`src/design/upd_pkg.sv`:
```
package upd_pkg;

  // Escape tracking state
  typedef enum logic [1:0] {
    PH_IDLE  = 2'd0,
    PH_PCT   = 2'd1,
    PH_DIGIT = 2'd2
  } upd_phase_t;

  localparam logic [7:0] CH_PCT   = 8'h25;  // '%'
  localparam logic [7:0] CH_PLUS  = 8'h2B;  // '+'
  localparam logic [7:0] CH_SPACE = 8'h20;  // ' '

  localparam int unsigned MaxOut = 3;

  // One decoded step: up to three output bytes, lowest slot goes out first
  typedef struct packed {
    logic [1:0]              cnt;
    logic                    last;
    logic [MaxOut-1:0][7:0]  data;
  } upd_cmd_t;

  // Uppercase hex digit check: {valid, value}
  function automatic logic [4:0] hex_digit(input logic [7:0] c);
    logic [4:0] r;
    r = 5'd0;
    if (c >= 8'h30 && c <= 8'h39) begin
      r = {1'b1, c[3:0]};
    end else if (c >= 8'h41 && c <= 8'h46) begin
      r = {1'b1, c[3:0] + 4'd9};
    end
    return r;
  endfunction

endpackage

```
`src/design/upd_front.sv`:
```
module upd_front
  import upd_pkg::*;
(
  input  logic       clk,
  input  logic       rst_n,
  input  logic       take,       // input beat accepted this cycle
  input  logic [7:0] in_byte,
  input  logic       in_last,
  output logic       push,
  output upd_cmd_t   cmd
);

  upd_phase_t phase_r, phase_nxt;
  logic [7:0] held_r, held_nxt;

  logic [4:0] hx;
  logic [4:0] hh;
  logic       f_cnt;
  logic [7:0] f_byte;

  assign hx = hex_digit(in_byte);
  assign hh = hex_digit(held_r);

  // byte decoded from idle
  always_comb begin
    f_cnt  = 1'b1;
    f_byte = in_byte;
    if (in_byte == CH_PCT) begin
      f_cnt = in_last;
    end else if (in_byte == CH_PLUS) begin
      f_byte = CH_SPACE;
    end
  end

  // next state
  always_comb begin
    phase_nxt = PH_IDLE;
    held_nxt  = held_r;
    unique case (phase_r)
      PH_PCT: begin
        if (hx[4] && !in_last) begin
          phase_nxt = PH_DIGIT;
          held_nxt  = in_byte;
        end else if (!hx[4] && in_byte == CH_PCT && !in_last) begin
          phase_nxt = PH_PCT;
        end
      end
      PH_DIGIT: begin
        if (!hx[4] && in_byte == CH_PCT && !in_last) begin
          phase_nxt = PH_PCT;
        end
      end
      default: begin
        if (in_byte == CH_PCT && !in_last) begin
          phase_nxt = PH_PCT;
        end
      end
    endcase
    if (in_last) begin
      held_nxt = 8'd0;
    end
  end

  // step output
  always_comb begin
    cmd      = '0;
    cmd.last = in_last;
    unique case (phase_r)
      PH_PCT: begin
        if (hx[4]) begin
          cmd.cnt     = in_last ? 2'd2 : 2'd0;
          cmd.data[0] = CH_PCT;
          cmd.data[1] = in_byte;
        end else begin
          cmd.cnt     = 2'd1 + {1'b0, f_cnt};
          cmd.data[0] = CH_PCT;
          cmd.data[1] = f_byte;
        end
      end
      PH_DIGIT: begin
        if (hx[4]) begin
          cmd.cnt     = 2'd1;
          cmd.data[0] = {hh[3:0], hx[3:0]};
        end else begin
          cmd.cnt     = 2'd2 + {1'b0, f_cnt};
          cmd.data[0] = CH_PCT;
          cmd.data[1] = held_r;
          cmd.data[2] = f_byte;
        end
      end
      default: begin
        cmd.cnt     = {1'b0, f_cnt};
        cmd.data[0] = f_byte;
      end
    endcase
  end

  assign push = take && (cmd.cnt != 2'd0);

  always_ff @(posedge clk) begin
    if (!rst_n) begin
      phase_r <= PH_IDLE;
      held_r  <= 8'd0;
    end else if (take) begin
      phase_r <= phase_nxt;
      held_r  <= held_nxt;
    end
  end

endmodule

```
`src/design/upd_queue.sv`:
```
module upd_queue
  import upd_pkg::*;
#(
  parameter int unsigned DEPTH = 4
) (
  input  logic     clk,
  input  logic     rst_n,
  input  logic     push,
  input  upd_cmd_t push_cmd,
  output logic     full,
  input  logic     pop,
  output logic     head_valid,
  output upd_cmd_t head_cmd
);

  localparam int unsigned PW = (DEPTH > 1) ? $clog2(DEPTH) : 1;
  localparam int unsigned CW = $clog2(DEPTH + 1);
  localparam logic [PW-1:0] LastPtr = PW'(DEPTH - 1);
  localparam logic [CW-1:0] DepthC  = CW'(DEPTH);

  upd_cmd_t      ent_r [DEPTH];
  logic [PW-1:0] wr_ptr_r, rd_ptr_r;
  logic [CW-1:0] cnt_r, cnt_nxt;

  assign full       = (cnt_r == DepthC);
  assign head_valid = (cnt_r != '0);
  assign head_cmd   = ent_r[rd_ptr_r];

  // occupancy
  always_comb begin
    cnt_nxt = cnt_r;
    if (push && !pop) begin
      cnt_nxt = cnt_r + CW'(1);
    end else if (pop && !push) begin
      cnt_nxt = cnt_r - CW'(1);
    end
  end

  always_ff @(posedge clk) begin
    if (!rst_n) begin
      wr_ptr_r <= '0;
      rd_ptr_r <= '0;
      cnt_r    <= '0;
    end else begin
      cnt_r <= cnt_nxt;
      if (push) begin
        wr_ptr_r <= (wr_ptr_r == LastPtr) ? '0 : wr_ptr_r + PW'(1);
      end
      if (pop) begin
        rd_ptr_r <= (rd_ptr_r == LastPtr) ? '0 : rd_ptr_r + PW'(1);
      end
    end
  end

  // entry storage
  always_ff @(posedge clk) begin
    if (push) begin
      ent_r[wr_ptr_r] <= push_cmd;
    end
  end

endmodule

```
`src/design/upd_back.sv`:
```
module upd_back
  import upd_pkg::*;
(
  input  logic       clk,
  input  logic       rst_n,
  input  logic       head_valid,
  input  upd_cmd_t   head_cmd,
  output logic       pop,
  output logic       out_valid,
  input  logic       out_ready,
  output logic [7:0] out_byte,
  output logic       out_last
);

  logic [1:0] sub_r, sub_nxt;
  logic       vld_r;
  logic [7:0] byte_r;
  logic       last_r;
  logic       load;
  logic       tail;
  logic [7:0] sel;

  // output register free or draining
  assign load = head_valid && (!vld_r || out_ready);
  assign tail = (sub_r == head_cmd.cnt - 2'd1);
  assign pop  = load && tail;

  // pick the byte at the current slot
  always_comb begin
    unique case (sub_r)
      2'd1:    sel = head_cmd.data[1];
      2'd2:    sel = head_cmd.data[2];
      default: sel = head_cmd.data[0];
    endcase
  end

  always_comb begin
    sub_nxt = sub_r;
    if (load) begin
      sub_nxt = tail ? 2'd0 : sub_r + 2'd1;
    end
  end

  always_ff @(posedge clk) begin
    if (!rst_n) begin
      sub_r <= 2'd0;
      vld_r <= 1'b0;
    end else begin
      sub_r <= sub_nxt;
      if (load) begin
        vld_r <= 1'b1;
      end else if (out_ready) begin
        vld_r <= 1'b0;
      end
    end
  end

  always_ff @(posedge clk) begin
    if (load) begin
      byte_r <= sel;
      last_r <= head_cmd.last && tail;
    end
  end

  assign out_valid = vld_r;
  assign out_byte  = byte_r;
  assign out_last  = last_r;

endmodule

```
`src/design/url_percent_decoder.sv`:
```
// Channel | Dir | Ports                        | Beat
// in      | in  | in_tvalid/tready/tdata/tlast | one encoded byte, tlast ends the string
// out     | out | out_tvalid/tready/tdata/tlast | one decoded byte, tlast on final byte
//
// One input beat per cycle; each beat yields zero to three output bytes.
// The output side drains one byte per cycle while out_tready allows, from a small step queue
// (QDEPTH entries), so an invalid escape emits up to two extra output bytes.
// in_tready drops only when the step queue is full.
// Reset (rst_n low, synchronous) clears the escape state, queue and output.
module url_percent_decoder
  import upd_pkg::*;
#(
  parameter int unsigned QDEPTH = 4
) (
  input  logic       clk,
  input  logic       rst_n,
  input  logic       in_tvalid,
  output logic       in_tready,
  input  logic [7:0] in_tdata,   // [7:0] in_byte
  input  logic       in_tlast,
  output logic       out_tvalid,
  input  logic       out_tready,
  output logic [7:0] out_tdata,  // [7:0] out_byte
  output logic       out_tlast
);

  logic     take;
  logic     push;
  logic     full;
  logic     pop;
  logic     head_valid;
  upd_cmd_t cmd;
  upd_cmd_t head_cmd;

  assign in_tready = !full;
  assign take      = in_tvalid && !full;

  // classify and decode escapes
  upd_front u_front (
    .clk     (clk),
    .rst_n   (rst_n),
    .take    (take),
    .in_byte (in_tdata),
    .in_last (in_tlast),
    .push    (push),
    .cmd     (cmd)
  );

  // step queue between the two sides
  upd_queue #(
    .DEPTH (QDEPTH)
  ) u_queue (
    .clk        (clk),
    .rst_n      (rst_n),
    .push       (push),
    .push_cmd   (cmd),
    .full       (full),
    .pop        (pop),
    .head_valid (head_valid),
    .head_cmd   (head_cmd)
  );

  // serialize bytes into the output register
  upd_back u_back (
    .clk        (clk),
    .rst_n      (rst_n),
    .head_valid (head_valid),
    .head_cmd   (head_cmd),
    .pop        (pop),
    .out_valid  (out_tvalid),
    .out_ready  (out_tready),
    .out_byte   (out_tdata),
    .out_last   (out_tlast)
  );

endmodule

```
`config.mk`:
```
export PLATFORM = sky130hd
export DESIGN_NAME = url_percent_decoder
export DESIGN_NICKNAME = d
export VERILOG_FILES = /design/src/design/upd_pkg.sv /design/src/design/upd_front.sv /design/src/design/upd_queue.sv /design/src/design/upd_back.sv /design/src/design/url_percent_decoder.sv
export SDC_FILE = /design/constraint.sdc
export NUM_CORES = 1
export LEC_CHECK = 0
export ABC_AREA = 1
export BUFFER_PORTS_ARGS = -buffer_cell sky130_fd_sc_hd__buf_4
export CELL_PAD_IN_SITES_DETAIL_PLACEMENT = 2
export CELL_PAD_IN_SITES_GLOBAL_PLACEMENT = 2
export CORE_MARGIN = 3
export CORE_UTILIZATION = 41
export CTS_CLUSTER_SIZE = 30
export DETAILED_ROUTE_END_ITERATION = 7
export PLACE_DENSITY_LB_ADDON = 0.1
export SYNTH_ARGS = -nofsm -noshare
export SYNTH_HDL_FRONTEND = slang
export SYNTH_SLANG_ARGS = --single-unit
```
`constraint.sdc`:
```
create_clock -name clk -period 4 [get_ports clk]
set_input_delay 0.2 -clock clk [delete_from_list [all_inputs] [get_ports clk]]
set_output_delay 0.2 -clock clk [all_outputs]
set_load 0.005 [all_outputs]
```
==> flow_summary.toml <==
[cts]
cts_tree = "yes"
clkLatencyLatePin_ns = 0.42
root_buffer = "clkbuf_16"
clock_sinks = 139
cts.path.max_buffers = 2
hold_buffers = 0
post-cts-setup-buffers = 0
cts_buffers = 17
cts_resized = 0
htree_levels = 4
clkSlewWorstSetupHoldPaths_ns = 0.06

[drt]
ant_nets = 0
num_vias = 4528
wl_um = 18890
wl_per_cell_um = 23.18
first_iter_violations = 278
dr.pass1.iters = 5
drc = 0
via_per_inst = 5.556

[timing]
fin_tns_setup_ns = 0
worst_slack_ns = 1.139
max_slew_margin = 0.4537
slew_violations = 0
rsz0062_at_grt = "false"
min_period_over_period = 0.7152
setup-violations-final = 0
max_freq_mhz = 349.5
tightestPinTransition_ns = 0.8169
hold_viol = 0
fin_crit_ns = 2.861
skew_ns = 0.01026
holdWs_ns = 0.09754

[min_path]
worstHoldPathType = "in -> reg"

[die]
die-area_um2 = 16790
die_w_um = 129.6
io_pins = 24
start_util = 0.4244
row_count = 44
fp.dieH_um = 129.6
core-area_um2 = 14750

[synthesis]
synth_cells = 594
synthArstFlopShare = 0
synth_common_cells = "edfxtp_1 (117), nand2_1 (94), nor2_1 (75), inv_1 (47), o21ai_0 (47)"
ys_ff_latch = 139
synthTopCellsByArea = "edfxtp_1 (56%), dfxtp_1 (7.0%), nand2_1 (5.6%)"
yosysTopAreaCellShare = 0.5610
syn_area_per_cell_um2 = 10.54
syn_area_um2 = 6262
synth_cell_type_count = 39
ys_seq_area_frac = 0.6314
synth_most_common_cell = "edfxtp_1"
synth_edf_count = 117
yosys_warnings = 0
yosysTopAreaCell = "edfxtp_1"
synth_ff_type = "edfxtp_1"
syn_nets = 626

[setup_path]
max_stage_delay_ns = 0.52
cp.required_ns = 4.35
path_class = "reg -> reg"
critPathMaxFanout = 54
cp_cell_sequence = "buf_4 > nand2_1 > nand3_1 > nand2_1 > xor2_2 > nand2_1 > nand3_4 > ha_1 > inv_1 > fa_1 > nor2_1 > nor2_1 > nand2_1 > o21ai_0 > a21oi_1"
cp_data_arrival_time_ns = 3.21
crit_family = "simple AND/OR/NAND/NOR gates"
start_kind = "flip-flop"
crit_path_frequent_cell = "nand2_1"
path_buf_inv = 2
crit_path_end_kind = "flip-flop"
crit_slowest_cell = "buf_4"

[cells_and_area]
final_util = 0.4862
fill_cells = 1518
multi_input_area_um2 = 1989
stdcell_area_um2 = 7173
antenna_cells = 0
regArea_um2 = 3954
drive_gt1_frac = 0.1506
nets = 650
area_delta_synth_final_pct = 14.55

[grt]
grt_usage = 0.2390
grt_pass1_vias = 5110
antenna_found_initial = 0
grt_pass1_wl_um = 29590
grt_max_degree = 55
overflow = 0

[pwr]
p_seq_frac = 0.396
p_per_area_nw_per_um2 = 704.6
pwr-share-comb = 0.304
peakVddDrop_mv = 0.3013
intPower_mw = 3.270
power.leakage_nw = 2.685
clockPowerShare = 0.299
switchingPower_mw = 1.784
swShare = 0.3530

[placed_design]
finalWeightedCongestion = 0.8281
pre_cts_slack_ns = 1.179
hpwl_um = 12610
placed_area_um2 = 6615
port_buffers = 23

[status]
outcome = "complete, no violations"

[flow_run]
drv_cap = 0
## cell type report
| type | count | area share |
|---|---|---|
| sequential | 139 | 0.5512 |
| multi-input combinational | 373 | 0.2773 |
| inverter | 57 | 0.03018 |
| timing repair buffer | 30 | 0.03140 |
| clock buffer | 17 | 0.05931 |
| clock inverter | 15 | 0.01849 |
| tap | 184 | 0.03209 |
## kinds of logic after synthesis
logic type,count (synthesis),share of synthesized area
DFF,139,0.6314
xor gates and xnor gates,4,0.006795
adders and majority gates,19,0.03916
and+or+nand+nor,238,0.1684
buffers and inverters,82,0.05255
AOI/OAI and AO/OA,112,0.1017
## flip-flops by register name, summed over array words and instances (netlist names), named ones only
register and cells:
u_back.out_byte 8, u_back.out_last 1, u_back.out_valid 1, u_back.sub_r 2
u_front.held_r 8, u_front.phase_r 2, u_queue.cnt_r 3, u_queue.ent_r 108
u_queue.rd_ptr_r 2, u_queue.wr_ptr_r 2
## power groups by stage
stage	registers, mW	logic, mW	clock network (mW)
finish	2.00	1.54	1.51
global route	2.02	1.73	1.58
CTS	2.01	1.56	1.53
detailed placement	2.03	1.54	0
global placement	2.01	1.42	0
floorplan	2.00	0.985	0
## worst register-to-register path, cell delays in order, from the launching register on
cell,delay (ns)
dfxtp_1,0.38
buf_4,0.52
nand2_1,0.14
nand3_1,0.14
nand2_1,0.11
xor2_2,0.17
nand2_1,0.14
nand3_4,0.15
ha_1,0.16
inv_1,0.08
fa_1,0.39
nor2_1,0.12
nor2_1,0.05
nand2_1,0.07
o21ai_0,0.07
a21oi_1,0.12
## path summary, 6_finish.rpt
| path | endpoint | depth (start not counted) | start | slack (ns) |
|---|---|---|---|---|
| setup / recovery | u_queue.cnt_r[2] | 15 | flip-flop | 1.14 |
| hold / removal | u_queue.ent_r[2][24] | 1 | in_tlast | 0.1 |
| setup reg to reg | u_queue.cnt_r[2] | 15 | flip-flop | 1.14 |
| hold reg to reg | flip-flop | 2 | u_queue.rd_ptr_r[1] | 0.51 |
## routing by layer
layer	global-route usage	vias to the layer above	routed length, um	share of wire
li1	-	2108	-	-
met2	0.4219	84	9872	0.52
met3	0.03215	24	575	0.030
met1	0.3003	2312	8113	0.43
met4	0.08680	0	327	0.017
met5	0	-	0	0
## through the flow
stage	cells	power, mW
floorplan	594	2.985
global placement	783	3.424
CTS	815	5.103
global route	815	5.338
finish	815	5.054
detailed placement	783	3.572
## layout by cell type (no fill, tap or decap), types with 2 or more instances in the layout
cell type   synthesis  routed
a21oi_1            18      18
nand2_2             4       4
o21ai_0            47      47
nor2_1             75      71
o32ai_1             3       3
nand4_1             3       3
inv_1              47      47
nand3_4             2       2
clkbuf_16           0      17
nand3_2             2       2
a31oi_1             9       9
xor2_1              3       3
o221ai_1            2       2
clkinv_2            0       9
ha_1               18      18
o22ai_1            26      26
o21ai_1             4       4
nor2_2              4       8
buf_4               1      30
nand2_1            94      94
nor3_2              2       2
nor3_1              3       3
dfxtp_1            22      22
bufinv_16           0       2
clkinvlp_4          0       2
edfxtp_1          117     117
inv_2               9       9
nand2_4             2       2
nand3_1            44      44
Note: power is estimated with default switching activity, not from simulation.
